`config.mk`:
```
export PLATFORM = sky130hd
export DESIGN_NAME = sync_length_frame_parser
export DESIGN_NICKNAME = d
export VERILOG_FILES = /design/src/hdl/slfp_pkg.sv /design/src/hdl/sync_length_frame_parser.sv
export SDC_FILE = /design/constraint.sdc
export NUM_CORES = 1
export LEC_CHECK = 0
export BUFFER_PORTS_ARGS = -buffer_cell sky130_fd_sc_hd__clkbuf_2
export CORE_UTILIZATION = 35
export DETAILED_ROUTE_END_ITERATION = 6
export HOLD_SLACK_MARGIN = 0.02
export PLACE_DENSITY = 0.57
export SETUP_SLACK_MARGIN = 0.1
export SLEW_MARGIN = 15
export SYNTH_ARGS = -nofsm -noshare
export SYNTH_HDL_FRONTEND = slang
export SYNTH_SLANG_ARGS = --single-unit
```
`constraint.sdc`:
```
create_clock -name clk -period 7.2 [get_ports clk]
set_clock_uncertainty 0.1 [all_clocks]
set_input_delay 1.44 -clock clk [delete_from_list [all_inputs] [get_ports clk]]
set_output_delay 1.44 -clock clk [all_outputs]
set_load 0.01 [all_outputs]
```
`src/hdl/slfp_pkg.sv`:
```
// Shared types and constants for the sync/length frame parser.
package slfp_pkg;

  localparam logic [7:0] SYNC_RESET = 8'h7E;

  localparam logic KIND_PAYLOAD = 1'b0;
  localparam logic KIND_FRAME   = 1'b1;

  typedef enum logic [2:0] {
    PH_HUNT1 = 3'd0,
    PH_HUNT2 = 3'd1,
    PH_CMD   = 3'd2,
    PH_LEN   = 3'd3,
    PH_DATA  = 3'd4,
    PH_CHK1  = 3'd5,
    PH_CHK2  = 3'd6
  } phase_t;

endpackage

```
`src/hdl/sync_length_frame_parser.sv`:
```
// Sync/length frame parser: deframes a received byte stream into payload words.
//
// Input channel (in_*): one received byte per word. A frame is two sync bytes,
// a command byte, a length byte, that many payload bytes and two check bytes.
// The check bytes are consumed but not verified.
// Output channel (out_*): one word per payload byte (kind 0, with index and a
// last mark) and one frame-complete word (kind 1) after the second check byte,
// both carrying the command and length of the frame.
// Config channel (cfg_*): writes the sync byte value; always ready. Write it
// only while no input word is in flight.
// Output: a result is registered into the output register as its input word is
// accepted. Throughput: one input word per cycle while the output is not stalled,
// set by the single parse-state update between the input port and the output register.
// Reset: the parser hunts for the first sync byte, the sync value returns to
// 0x7E and the output register is empty.
// Stall: while a result waits in the output register and out_ready is low,
// in_ready drops; the parser state and the held result stay put.
module sync_length_frame_parser (
  input  logic       clk,
  input  logic       rst_n,
  input  logic       in_valid,
  output logic       in_ready,
  input  logic [7:0] in_rx_byte,
  output logic       out_valid,
  input  logic       out_ready,
  output logic       out_result_kind,
  output logic [7:0] out_payload_byte,
  output logic [7:0] out_payload_index,
  output logic       out_payload_last,
  output logic [7:0] out_command,
  output logic [7:0] out_frame_length,
  input  logic       cfg_valid,
  output logic       cfg_ready,
  input  logic [7:0] cfg_sync_value
);
  import slfp_pkg::*;

  phase_t     phase_r, phase_nxt;
  logic [7:0] sync_r;
  logic [7:0] count_r, count_nxt;
  logic [7:0] len_r, len_nxt;
  logic [7:0] cmd_r, cmd_nxt;

  logic       out_valid_r;
  logic       kind_r, kind_nxt;
  logic [7:0] pbyte_r, pbyte_nxt;
  logic [7:0] pidx_r, pidx_nxt;
  logic       plast_r, plast_nxt;
  logic [7:0] ocmd_r, ocmd_nxt;
  logic [7:0] olen_r, olen_nxt;
  logic       emit;
  logic       accept;
  logic       last;

  assign cfg_ready = 1'b1;
  assign in_ready  = !out_valid_r || out_ready;
  assign accept    = in_valid && in_ready;
  assign last      = ({1'b0, count_r} + 9'd1) >= {1'b0, len_r};

  always_comb begin
    phase_nxt = phase_r;
    count_nxt = count_r;
    len_nxt   = len_r;
    cmd_nxt   = cmd_r;
    emit      = 1'b0;
    kind_nxt  = KIND_PAYLOAD;
    pbyte_nxt = 8'd0;
    pidx_nxt  = 8'd0;
    plast_nxt = 1'b0;
    ocmd_nxt  = cmd_r;
    olen_nxt  = len_r;
    unique case (phase_r)
      PH_HUNT1: begin
        if (in_rx_byte == sync_r) phase_nxt = PH_HUNT2;
      end
      PH_HUNT2: begin
        phase_nxt = (in_rx_byte == sync_r) ? PH_CMD : PH_HUNT1;
      end
      PH_CMD: begin
        cmd_nxt   = in_rx_byte;
        phase_nxt = PH_LEN;
      end
      PH_LEN: begin
        count_nxt = 8'd0;
        len_nxt   = in_rx_byte;
        phase_nxt = (in_rx_byte == 8'd0) ? PH_CHK1 : PH_DATA;
      end
      PH_DATA: begin
        emit      = 1'b1;
        pbyte_nxt = in_rx_byte;
        pidx_nxt  = count_r;
        plast_nxt = last;
        count_nxt = count_r + 8'd1;
        if (last) phase_nxt = PH_CHK1;
      end
      PH_CHK1: begin
        phase_nxt = PH_CHK2;
      end
      PH_CHK2: begin
        emit      = 1'b1;
        kind_nxt  = KIND_FRAME;
        phase_nxt = PH_HUNT1;
      end
      default: begin
        // unused phase code: drop the byte and go back to hunting
        phase_nxt = PH_HUNT1;
      end
    endcase
  end

  always_ff @(posedge clk) begin
    if (!rst_n) begin
      phase_r     <= PH_HUNT1;
      sync_r      <= SYNC_RESET;
      count_r     <= 8'd0;
      len_r       <= 8'd0;
      cmd_r       <= 8'd0;
      out_valid_r <= 1'b0;
    end else begin
      if (cfg_valid && cfg_ready) sync_r <= cfg_sync_value;
      if (accept) begin
        phase_r <= phase_nxt;
        count_r <= count_nxt;
        len_r   <= len_nxt;
        cmd_r   <= cmd_nxt;
        out_valid_r <= emit;
      end else if (out_ready) begin
        out_valid_r <= 1'b0;
      end
    end
  end

  // hold the result fields until an accepted word produces a new result
  always_ff @(posedge clk) begin
    if (accept && emit) begin
      kind_r  <= kind_nxt;
      pbyte_r <= pbyte_nxt;
      pidx_r  <= pidx_nxt;
      plast_r <= plast_nxt;
      ocmd_r  <= ocmd_nxt;
      olen_r  <= olen_nxt;
    end
  end

  assign out_valid         = out_valid_r;
  assign out_result_kind   = kind_r;
  assign out_payload_byte  = pbyte_r;
  assign out_payload_index = pidx_r;
  assign out_payload_last  = plast_r;
  assign out_command       = ocmd_r;
  assign out_frame_length  = olen_r;

endmodule

```
Word-level counts from Yosys, hierarchy flattened
Cells that the tools add are included.
Storage, ports and cells
  bits in registers: 70
  output and inout port bits: 37
  word-level logic and storage cells: 47
Operators by class
  add/sub/neg operators: 2
  order comparisons: 1
  equality and inequality tests: 9
  multiplexer cells: 10
  reduce and logical (&&, ||, !) cells: 13
Operators with widths (number)
  3-bit one-hot mux with 6 select lines: 1
  8-bit one-hot mux with 2 select lines: 1
  8-bit by 1-bit adder with 9-bit output, second input constant: 1
  3-bit equality test, second input constant: 3
  9-bit by 8-bit >= comparator with 1-bit output: 1
  8-bit by 1-bit adder with 8-bit output, second input constant: 1
  8-bit equality test: 1
  8-bit zero test: 1
  3-bit by 2-bit equality test with 1-bit output, second input constant: 2
  3-bit two-way mux: 2
  2-bit AND reduction: 3
  1-bit two-way mux: 5
  2-bit != test, second input constant: 2
  2-bit nonzero test: 2
  3-bit by 1-bit equality test with 1-bit output, second input constant: 1
  3-bit zero test: 1
  3-bit AND reduction: 1
  1-bit logical AND: 2
  2-bit two-way mux: 1
  2-bit OR reduction: 1
  1-bit zero test: 1
  1-bit logical OR: 1

Longest topological paths before layout
Gate-level depths: netlist of run 1.
  depth in word-level cells: 4
  mapped depth: 11
  mapped depth without buffers: 10

Worst setup path after synthesis of run 1
Ideal clock, no wire load.
  kind: input -> register
  start point: input port out_ready
  end point: register ocmd_r[0] (netlist: out_command[0]) (enable)
  library setup time: 475 ps
  arrival time: 4345 ps
  data required time: 6625 ps
  slack: 2280 ps
  stages on the path: 3
  buffers on the path: 0
  path through: nand2b_1 -> nand2_1 -> nor3b_1
On the way
  longest elaborated chain between the ends: 3
Ends and longest elaborated chain
  start, declared: RTL line sync_length_frame_parser.sv:25  | input logic out_ready,
  1-bit logical OR: RTL line sync_length_frame_parser.sv:56  | assign in_ready = !out_valid_r || out_ready;
  1-bit logical AND: RTL line sync_length_frame_parser.sv:57  | assign accept = in_valid && in_ready;
  1-bit logical AND: RTL line sync_length_frame_parser.sv:135  | if (accept && emit) begin
  end signal, assigned: RTL line sync_length_frame_parser.sv:140  | ocmd_r <= ocmd_nxt;
  end, declared: RTL line sync_length_frame_parser.sv:49  | logic [7:0] ocmd_r, ocmd_nxt;
No other way between the ends.
A chain may end at the register's enable or synchronous reset.

Final worst setup path of run 1
  start point: input port out_ready
  end point: output port in_ready
On the way
  longest elaborated chain between the ends: 1
Ends and longest elaborated chain
  1-bit logical OR: RTL line sync_length_frame_parser.sv:56
  end, declared: RTL line sync_length_frame_parser.sv:22  | output logic in_ready,
No other way between the ends.

==> results.ini, run 1 <==
[setup_path]
cp_max_fo=7
r2r_cells=10
regToRegStartpoint=count_r[0]$_SDFFE_PN0P_
worst-setup-path-type=primary input to output pin
crit_path_end_kind=output pin
crit_arrival_ns=1.92
rr_endpoint=phase_r[0]$_SDFFE_PN0P_
crit_path_start_kind=primary input
required_ns=5.66
r2r_slack_ns=4.39

[cts]
cts_tree=yes
cts.sinks=70
clock_path_buffers=2
clock_latency_ns=0.35
clk_pin_slew_ns=0.08
cts_buffers=9
postCtsHoldBufs=0
cts_setup_buffers=0
cts-resized-gates=0
htreeDepth=3
clockRootBuffer=clkbuf_8

[routing]
wl_met3_um=245
dr.pass1.iters=4
wl_per_cell_um=13.96
ant_nets=0
met2WireLength_um=2826
wl_met1_um=2773
drt-initial-drc-count=70
routed_wl_um=5990
drc=0
top_layer=met4
via_count=2049
vias_per_cell=4.776

[synthesis]
syn_area_um2=3060
synth.area.top_cells=edfxtp_1, dfxtp_1, mux2i_1
synth_common_cells=dfxtp_1, edfxtp_1, mux2i_1
synthMostInstantiatedCell=dfxtp_1
ys.warnings.count=0
synth.distinct_cells=40
synth.top_cell.area_share=0.3336
synth_top_cell_by_area=edfxtp_1
syn-num-nets=294
synth-main-ff-cell=dfxtp_1
synth-seq-cells=70
synthCells=264
synth_edf_count=34
syn_avg_cell_area_um2=11.59
synthArstFlopShare=0
seq_area_frac_synth=0.5691

[placement]
portBuffers=56
gp_congestion=0.7691
hpwl_um=4253
place_ws_ns=3.522

[pwr]
ir_drop_mv=0.1248
leakage_nw=1.470
power_density_nw_per_um2=214.9

[timing]
rsz0062_at_grt=no
max_freq_mhz=289.1
hold_ws_ns=0.3396
relSlewSlack=0.2478
setup_viol=0
timing.final.max_slew_violations=0
fin_crit_ns=3.459
hold_viol=0
tns_ns=0
fin_ws_ns=3.741
worst_pin_slew_ns=1.123
fin_crit_sh=0.4804

[final_layout]
drive_gt1_frac=0.2407
syn_to_final_growth_pct=19.09
nets=349
n_antenna_cell=0
n_fill_cell=824

[hold_path]
min_from=cmd_r[6]$_SDFFE_PN0P_
hold_path_depth=0
hp-class=register to register
min_delay_worst_endpoint=out_command[6]$_DFFE_PP_

[floorplanning]
die_y_um=95.51
start_util=0.3669
die_width_um=95.51
pin_count=58
num_rows=33
dieArea_um2=9122
core_area_um2=8341

[global_routing]
grt_max_degree=38
grt_pass1_vias=1957
antenna_found_initial=0
gr-total-overflow=0
track_usage=0.1456
grt_pass1_wl_um=9687

[job]
drv_cap=0

[run_status]
outcome=finished, final reports clean

==> power breakdown <==
| group | total, mW | internal, mW | switching (mW) | leakage (nW) |
|---|---|---|---|---|
| registers | 0.418 | 0.416 | 0.00196 | 0.564 |
| logic | 0.0262 | 0.0128 | 0.0134 | 0.801 |
| clock network | 0.340 | 0.183 | 0.156 | 0.105 |
| total | 0.783 | 0.612 | 0.171 | 1.47 |
==> through the flow <==
step,cells,cell area [um2],util,power (mW)
after CTS,429,3645,0.4370,0.7908
after detailed placement,413,3428,0.4110,0.4535
after floorplan,264,3060,-,0.4418
final,429,3645,0.4370,0.7833
after global routing,429,3645,0.4370,0.8088
after global placement,413,3428,0.4110,0.4532
==> worst max-delay path, cell delays in order <==
cell	delay, ns
clkbuf_2	0.08
nand2b_1	0.23
clkbuf_2	0.17
==> worst max path at each step <==
stage	start	to	slack, ns	depth (start not counted)
floorplan	out_ready	out_command[0]$_DFFE_PP_	2.28	3
global placement	out_ready	out_frame_length[7]$_DFFE_PP_	3.54	5
detailed placement	out_ready	out_frame_length[7]$_DFFE_PP_	3.52	5
CTS	out_ready	in_ready	3.74	3
global route	out_ready	in_ready	3.70	3
finish	out_ready	in_ready	3.74	3
==> cell usage in the layout (no fill, tap or decap), types with 2 or more instances in the layout <==
cell      instances
and2_1           19
xor2_1            2
nand3b_1          3
clkbuf_2         56
clkbuf_8          9
inv_1             9
xnor2_1          12
nor2_1            8
nor3_1            2
nor3b_2           2
a21o_1            2
a21boi_0          2
or3_1             4
ha_1              9
clkinv_4          2
dfxtp_1          36
nand2_1          14
nand3_2           2
and3_1            4
edfxtp_1         34
nand2b_1          2
nand4_1           5
a21boi_1          8
o21ai_1           4
a21oi_1           3
nor2b_1          20
o21ai_0           2
mux2i_1          24
nand3_1           9
==> per-layer routing <==
layer  vias up  global-route usage
met5         -                   0
met4         0             0.08209
met3        15             0.03270
met2        42              0.2339
met1       961              0.1797
li1       1031                   -
==> registers in the layout, summed over array words and instances (netlist names) <==
register           cells
cmd_r                  8
out_valid              1
phase_r                3
out_result_kind        1
out_command            8
len_r                  8
sync_r                 8
out_frame_length       8
count_r                8
out_payload_last       1
out_payload_byte       8
out_payload_index      8
==> cells by family (layout without fill, tap and decap cells) <==
group / after synthesis / after routing / share of synthesized area
flip-flops: 70 / 70 / 0.5691
AO/OA/AOI/OAI: 25 / 25 / 0.05765
buffers and inverters: 22 / 82 / 0.02943
other: 1 / 1 / 0.001225
AND/OR/NAND/NOR: 99 / 99 / 0.1872
XOR/XNOR: 14 / 14 / 0.04007
multiplexers: 24 / 24 / 0.07850
adder cells (fa/ha/maj): 9 / 9 / 0.03680
==> layout make-up <==
class	instances	area, um2	area share
Clock buffer	11	152.6	0.04188
Sequential cell	70	1742	0.4779
Timing Repair Buffer	57	287.8	0.07896
Multi-Input combinational cell	172	1234	0.3385
Tap cell	105	131.4	0.03605
Clock inverter	5	63.81	0.01751
Inverter	9	33.78	0.009269
(Power assumes the default switching activity.)
==> run 2, diff against run 1 <==
ABC_AREA = 1   (was not set)
clock period = 3.4 ns   (was 7.2 ns; I/O delays follow)
==> run 2 against run 1 <==
Net effect: synthesized area down 1.6%; via count up 4.6%; total power up 150%; combinational power rose to 11 times the previous value; worst hold slack worse by 0.0071 ns; first-iteration DRC count up 16%; synthesized cell count up 18%; utilization down 0.20 points; register-to-register slack worse by 3.2 ns; die area down 1.6%; largest power group unchanged; highest routed layer unchanged.
==> results.ini, run 2 <==
[routing]
vias_per_cell=4.455
dr.pass1.iters=4
wl_met3_um=252
wl_met1_um=2808
via_count=2143
met2WireLength_um=2627
drt-initial-drc-count=81
wl_per_cell_um=12.12
top_layer=met4
ant_nets=0
routed_wl_um=5832
drc=0

[global_routing]
gr-total-overflow=0
track_usage=0.1456
antenna_found_initial=0
grt_pass1_wl_um=9666
grt_max_degree=36
grt_pass1_vias=2002

[timing]
setup_viol=0
worst_pin_slew_ns=0.5752
timing.final.max_slew_violations=0
hold_viol=0
fin_ws_ns=1.158
max_freq_mhz=446.1
hold_ws_ns=0.3324
fin_crit_ns=2.242
fin_crit_sh=0.6594
rsz0062_at_grt=no
relSlewSlack=0.6165
tns_ns=0

[synthesis]
syn-num-nets=341
synthCells=311
synthMostInstantiatedCell=nand2_1
synth_common_cells=nand2_1, dfxtp_1, nor2_1
synth_top_cell_by_area=edfxtp_1
syn_area_um2=3012
syn_avg_cell_area_um2=9.684
synth-seq-cells=70
synth-main-ff-cell=dfxtp_1
synthArstFlopShare=0
ys.warnings.count=0
synth_edf_count=34
synth.distinct_cells=36
synth.top_cell.area_share=0.3390
seq_area_frac_synth=0.5783
synth.area.top_cells=edfxtp_1, dfxtp_1, nand2_1

[placement]
portBuffers=56
hpwl_um=4143
dpl_cell_area_um2=3392
place_inst=465
gp_congestion=0.7796
place_ws_ns=1.168

[final_layout]
n_fill_cell=837
final_cells=481
drive_gt1_frac=0.2553
n_antenna_cell=0
post-route-util=0.4350
most-common-layout-cells=clkbuf_2, nand2_1, dfxtp_1, nor2_1
nets=401
stdcell_area_um2=3592
syn_to_final_growth_pct=19.28
seq_area_um2=1742
multi_input_area_um2=1070
layout_commonest_cell=clkbuf_2

[cts]
clock_latency_ns=0.35
cts-resized-gates=0
clockRootBuffer=clkbuf_8
clk_pin_slew_ns=0.08
clock_path_buffers=2
htreeDepth=3
cts_tree=yes
cts_buffers=9
postCtsHoldBufs=0
cts.sinks=70
cts_setup_buffers=0

[setup_path]
cp_max_fo=6
worst-setup-path-type=register to register
required_ns=3.55
crit_arrival_ns=2.39
r2r_cells=15
crit_path_end_kind=register
crit_path_start_kind=register

[job]
drv_cap=0

[floorplanning]
dieArea_um2=8979
core_area_um2=8258
num_rows=33
start_util=0.3647
pin_count=58
die_width_um=94.76
die_y_um=94.76

[run_status]
outcome=finished, final reports clean

[pwr]
power.total_mw=1.954
leakage_nw=1.513
power_density_nw_per_um2=544.1
ir_drop_mv=0.2124

[hold_path]
hp-class=register to register
hold_path_depth=0

## run 2: changes by cell type after synthesis, sizes merged, moves of 9 or more
cell / delta
a21boi: -9
and2: -20
nor2: +34
inv: +30
a21oi: +26
o21ai: +17
nand2: +42
nor2b: -20
mux2i: -24
## run 2: layer usage
metal	up-vias	global-route usage
met3	14	0.04348
met4	0	0.07576
met1	953	0.1906
met5	-	0
li1	1134	-
met2	42	0.2158
## run 2: kinds of logic after synthesis
group | after synthesis | share of synthesized area
buffers and inverters | 50 | 0.07021
other | 1 | 0.001245
adders and majority gates | 9 | 0.03739
xor gates and xnor gates | 12 | 0.03490
AOI/OAI and AO/OA | 54 | 0.09473
and+or+nand+nor | 115 | 0.1832
DFF | 70 | 0.5783
## run 2: critical path, stage by stage (launching register included)
cell,delay (ns)
dfxtp_1,0.40
ha_1,0.21
nand3_1,0.12
nor2_1,0.18
xor2_1,0.21
ha_1,0.27
nand2_1,0.07
inv_1,0.04
nand2_1,0.05
nand2_1,0.05
nand2_1,0.08
nand3_2,0.07
nand2_2,0.11
nand2_1,0.06
nand2_1,0.05
nor2_1,0.05
## run 2: worst paths after layout
check	from	endpoint	slack, ns
setup / recovery	count_r[0]$_SDFFE_PN0P_	phase_r[0]$_SDFFE_PN0P_	1.16
hold / removal	cmd_r[2]$_SDFFE_PN0P_	out_command[2]$_DFFE_PP_	0.33
hold reg to reg	cmd_r[2]$_SDFFE_PN0P_	out_command[2]$_DFFE_PP_	0.33
setup reg to reg	count_r[0]$_SDFFE_PN0P_	phase_r[0]$_SDFFE_PN0P_	1.16
## run 2: power by group
group | internal [mW] | switching (mW)
logic | 0.0941 | 0.189
registers | 0.957 | 0.0368
clock network | 0.360 | 0.318
total | 1.41 | 0.544
## run 2: final cells by class
class	instances	share of cell area
clock buffers	11	0.03936
clock inverters	5	0.01637
inverters	42	0.04493
multi-input cells	191	0.2978
flip-flops and latches	70	0.4848
well taps	105	0.03657
repair buffers	57	0.08011
==> run 3, diff against run 2 <==
ABC_AREA = 0   (was 1)
PLACE_DENSITY = 0.59   (was 0.57)
clock period = 1.89 ns   (was 3.4 ns; I/O delays follow)
==> run 3 against run 2 <==
Net effect: the flow now finishes with violations (setup timing); critical path depth shrank 5; register-to-register slack worse by 1.5 ns; wire length up 14%; flip-flop and latch count is the same; critical endpoint is now out_payload_last$_SDFFCE_PN0P_; combinational power fell by 58%; worst setup slack worse by 1.5 ns; sequential share of layout area shrank 4.2 points; non-clock buffer count is 33 higher.
==> results.ini, run 3 (synthesized netlist as in run 1, its figures left out) <==
[cts]
clockRootBuffer=clkbuf_8
clock_path_buffers=2
cts_buffers=9
clock_latency_ns=0.34
clk_pin_slew_ns=0.08
htreeDepth=3
cts_tree=yes
cts.sinks=70

[placement]
hpwl_um=4702
place_ws_ns=-0.4399
portBuffers=56
gp_congestion=0.7849
place_inst=442

[global_routing]
grt_max_degree=32
grt_pass1_wl_um=10820
gr-total-overflow=0
grt_pass1_vias=2165
antenna_found_initial=0
track_usage=0.1622

[run_status]
outcome=finished, violations left
violations=setup timing

[setup_path]
cp_max_fo=3
crit_path_end_kind=register
slowest_stage=dfxtp_4
worst-setup-path-type=register to register
crit_arrival_ns=2.27
required_ns=1.88
crit_path_start_kind=register
path_cells=ha_4 -> and3_4 -> nand3_4 -> xnor2_2 -> ha_1 -> and3_4 -> a221oi_2 -> nand2_1 -> nor2_1 -> nor2_1
crit_path_max_incr_delay_ns=0.37
r2r_cells=10

[timing]
setup_viol=2
hold_viol=0
timing.final.max_slew_violations=0
max_freq_mhz=438.5
fin_ws_ns=-0.3906
fin_crit_ns=2.281
rsz0062_at_grt=yes
fin_crit_sh=1.207

[routing]
via_count=2186
drc=0
drt-initial-drc-count=73
vias_per_cell=4.732
routed_wl_um=6648
wl_per_cell_um=14.39
ant_nets=0
dr.pass1.iters=4

[floorplanning]
die_y_um=95.51
dieArea_um2=9122
die_width_um=95.51
num_rows=33
pin_count=58
core_area_um2=8341
start_util=0.3669

[hold_path]
hold_path_depth=3
hp-class=primary input to register

[final_layout]
most-common-layout-cells=clkbuf_2, dfxtp_1, edfxtp_1, buf_4, mux2i_1
drive_gt1_frac=0.3473
layout_commonest_cell=clkbuf_2
nets=382
syn_to_final_growth_pct=29.19
final_cells=462
n_antenna_cell=0

[job]
drv_cap=0

[pwr]
power_density_nw_per_um2=697.1
leakage_nw=1.629
ir_drop_mv=0.3182
power.total_mw=2.756

run 3: changes by cell type in the layout (fill, tap and decap cells not counted), moves of 17 or more:
cell	before	now
a21oi_1	27	2
inv_1	34	9
o21ai_0	19	2
buf_4	1	33
nor2b_1	0	20
mux2i_1	0	24
nor2_1	35	8
nand2_1	52	13
and2_1	0	18
run 3: layer usage:
layer,GRT usage,wire length [um]
met3,0.03828,215
met1,0.2043,3031
met2,0.2619,3287
met5,0,0
met4,0.07587,114
run 3: final timing paths:
| kind | from | to | slack [ns] |
|---|---|---|---|
| worst max-delay path | count_r[1]$_SDFFE_PN0P_ | out_payload_last$_SDFFCE_PN0P_ | -0.39 |
| worst min register to register | cmd_r[7]$_SDFFE_PN0P_ | out_command[7]$_DFFE_PP_ | 0.33 |
| worst max register to register | count_r[1]$_SDFFE_PN0P_ | out_payload_last$_SDFFCE_PN0P_ | -0.39 |
| worst min-delay path | cfg_sync_value[3] | sync_r[3]$_SDFFE_PN1P_ | 0.15 |
run 3: what timing repair did:
action | 4_1_cts | 5_1_grt
hold buffers | 0 | 0
pin swaps | 3 | 6
buffers inserted | 2 | 2
resized for setup | 6 | 3
cloned | 0 | 0
endpoints found under the setup margin | 2 | 7
run 3: layout make-up:
type / instances / area, um2
fillers: 773 / 4387
flip-flops and latches: 70 / 1749
multi-input cells: 172 / 1325
repair buffers: 90 / 548.0
clock buffers: 11 / 131.4
well taps: 105 / 131.4
clock inverters: 5 / 35.03
inverters: 9 / 33.78
run 3: critical path, delay by kind of cell (launching register included):
kind,cells,cell delay [ns]
fa+ha+maj,2,0.44
compound gates,1,0.23
xor+xnor,1,0.14
simple gates,6,0.74
flops,1,0.37
run 3: report_power, final:
group	internal, mW	total [mW]	switching [mW]
Sequential	1.58	1.59	0.00745
Clock	0.480	1.05	0.570
Combinational	0.0619	0.118	0.0564
Total	2.12	2.76	0.633
run 3: per-stage QoR:
stage | util | area [um2] | TNS [ns] | hold slack (ns)
6_report | 0.4740 | 3954 | -0.7304 | 0.1462
5_1_grt | 0.4740 | 3954 | -0.9495 | 0.1320
4_1_cts | 0.4704 | 3924 | -0.5862 | 0.1315
3_5_place_dp | 0.4455 | 3716 | -0.8534 | 0.3198
3_3_place_gp | 0.4455 | 3716 | -0.7615 | 0.3127
2_1_floorplan | - | 3124 | -6.335 | 0.3080
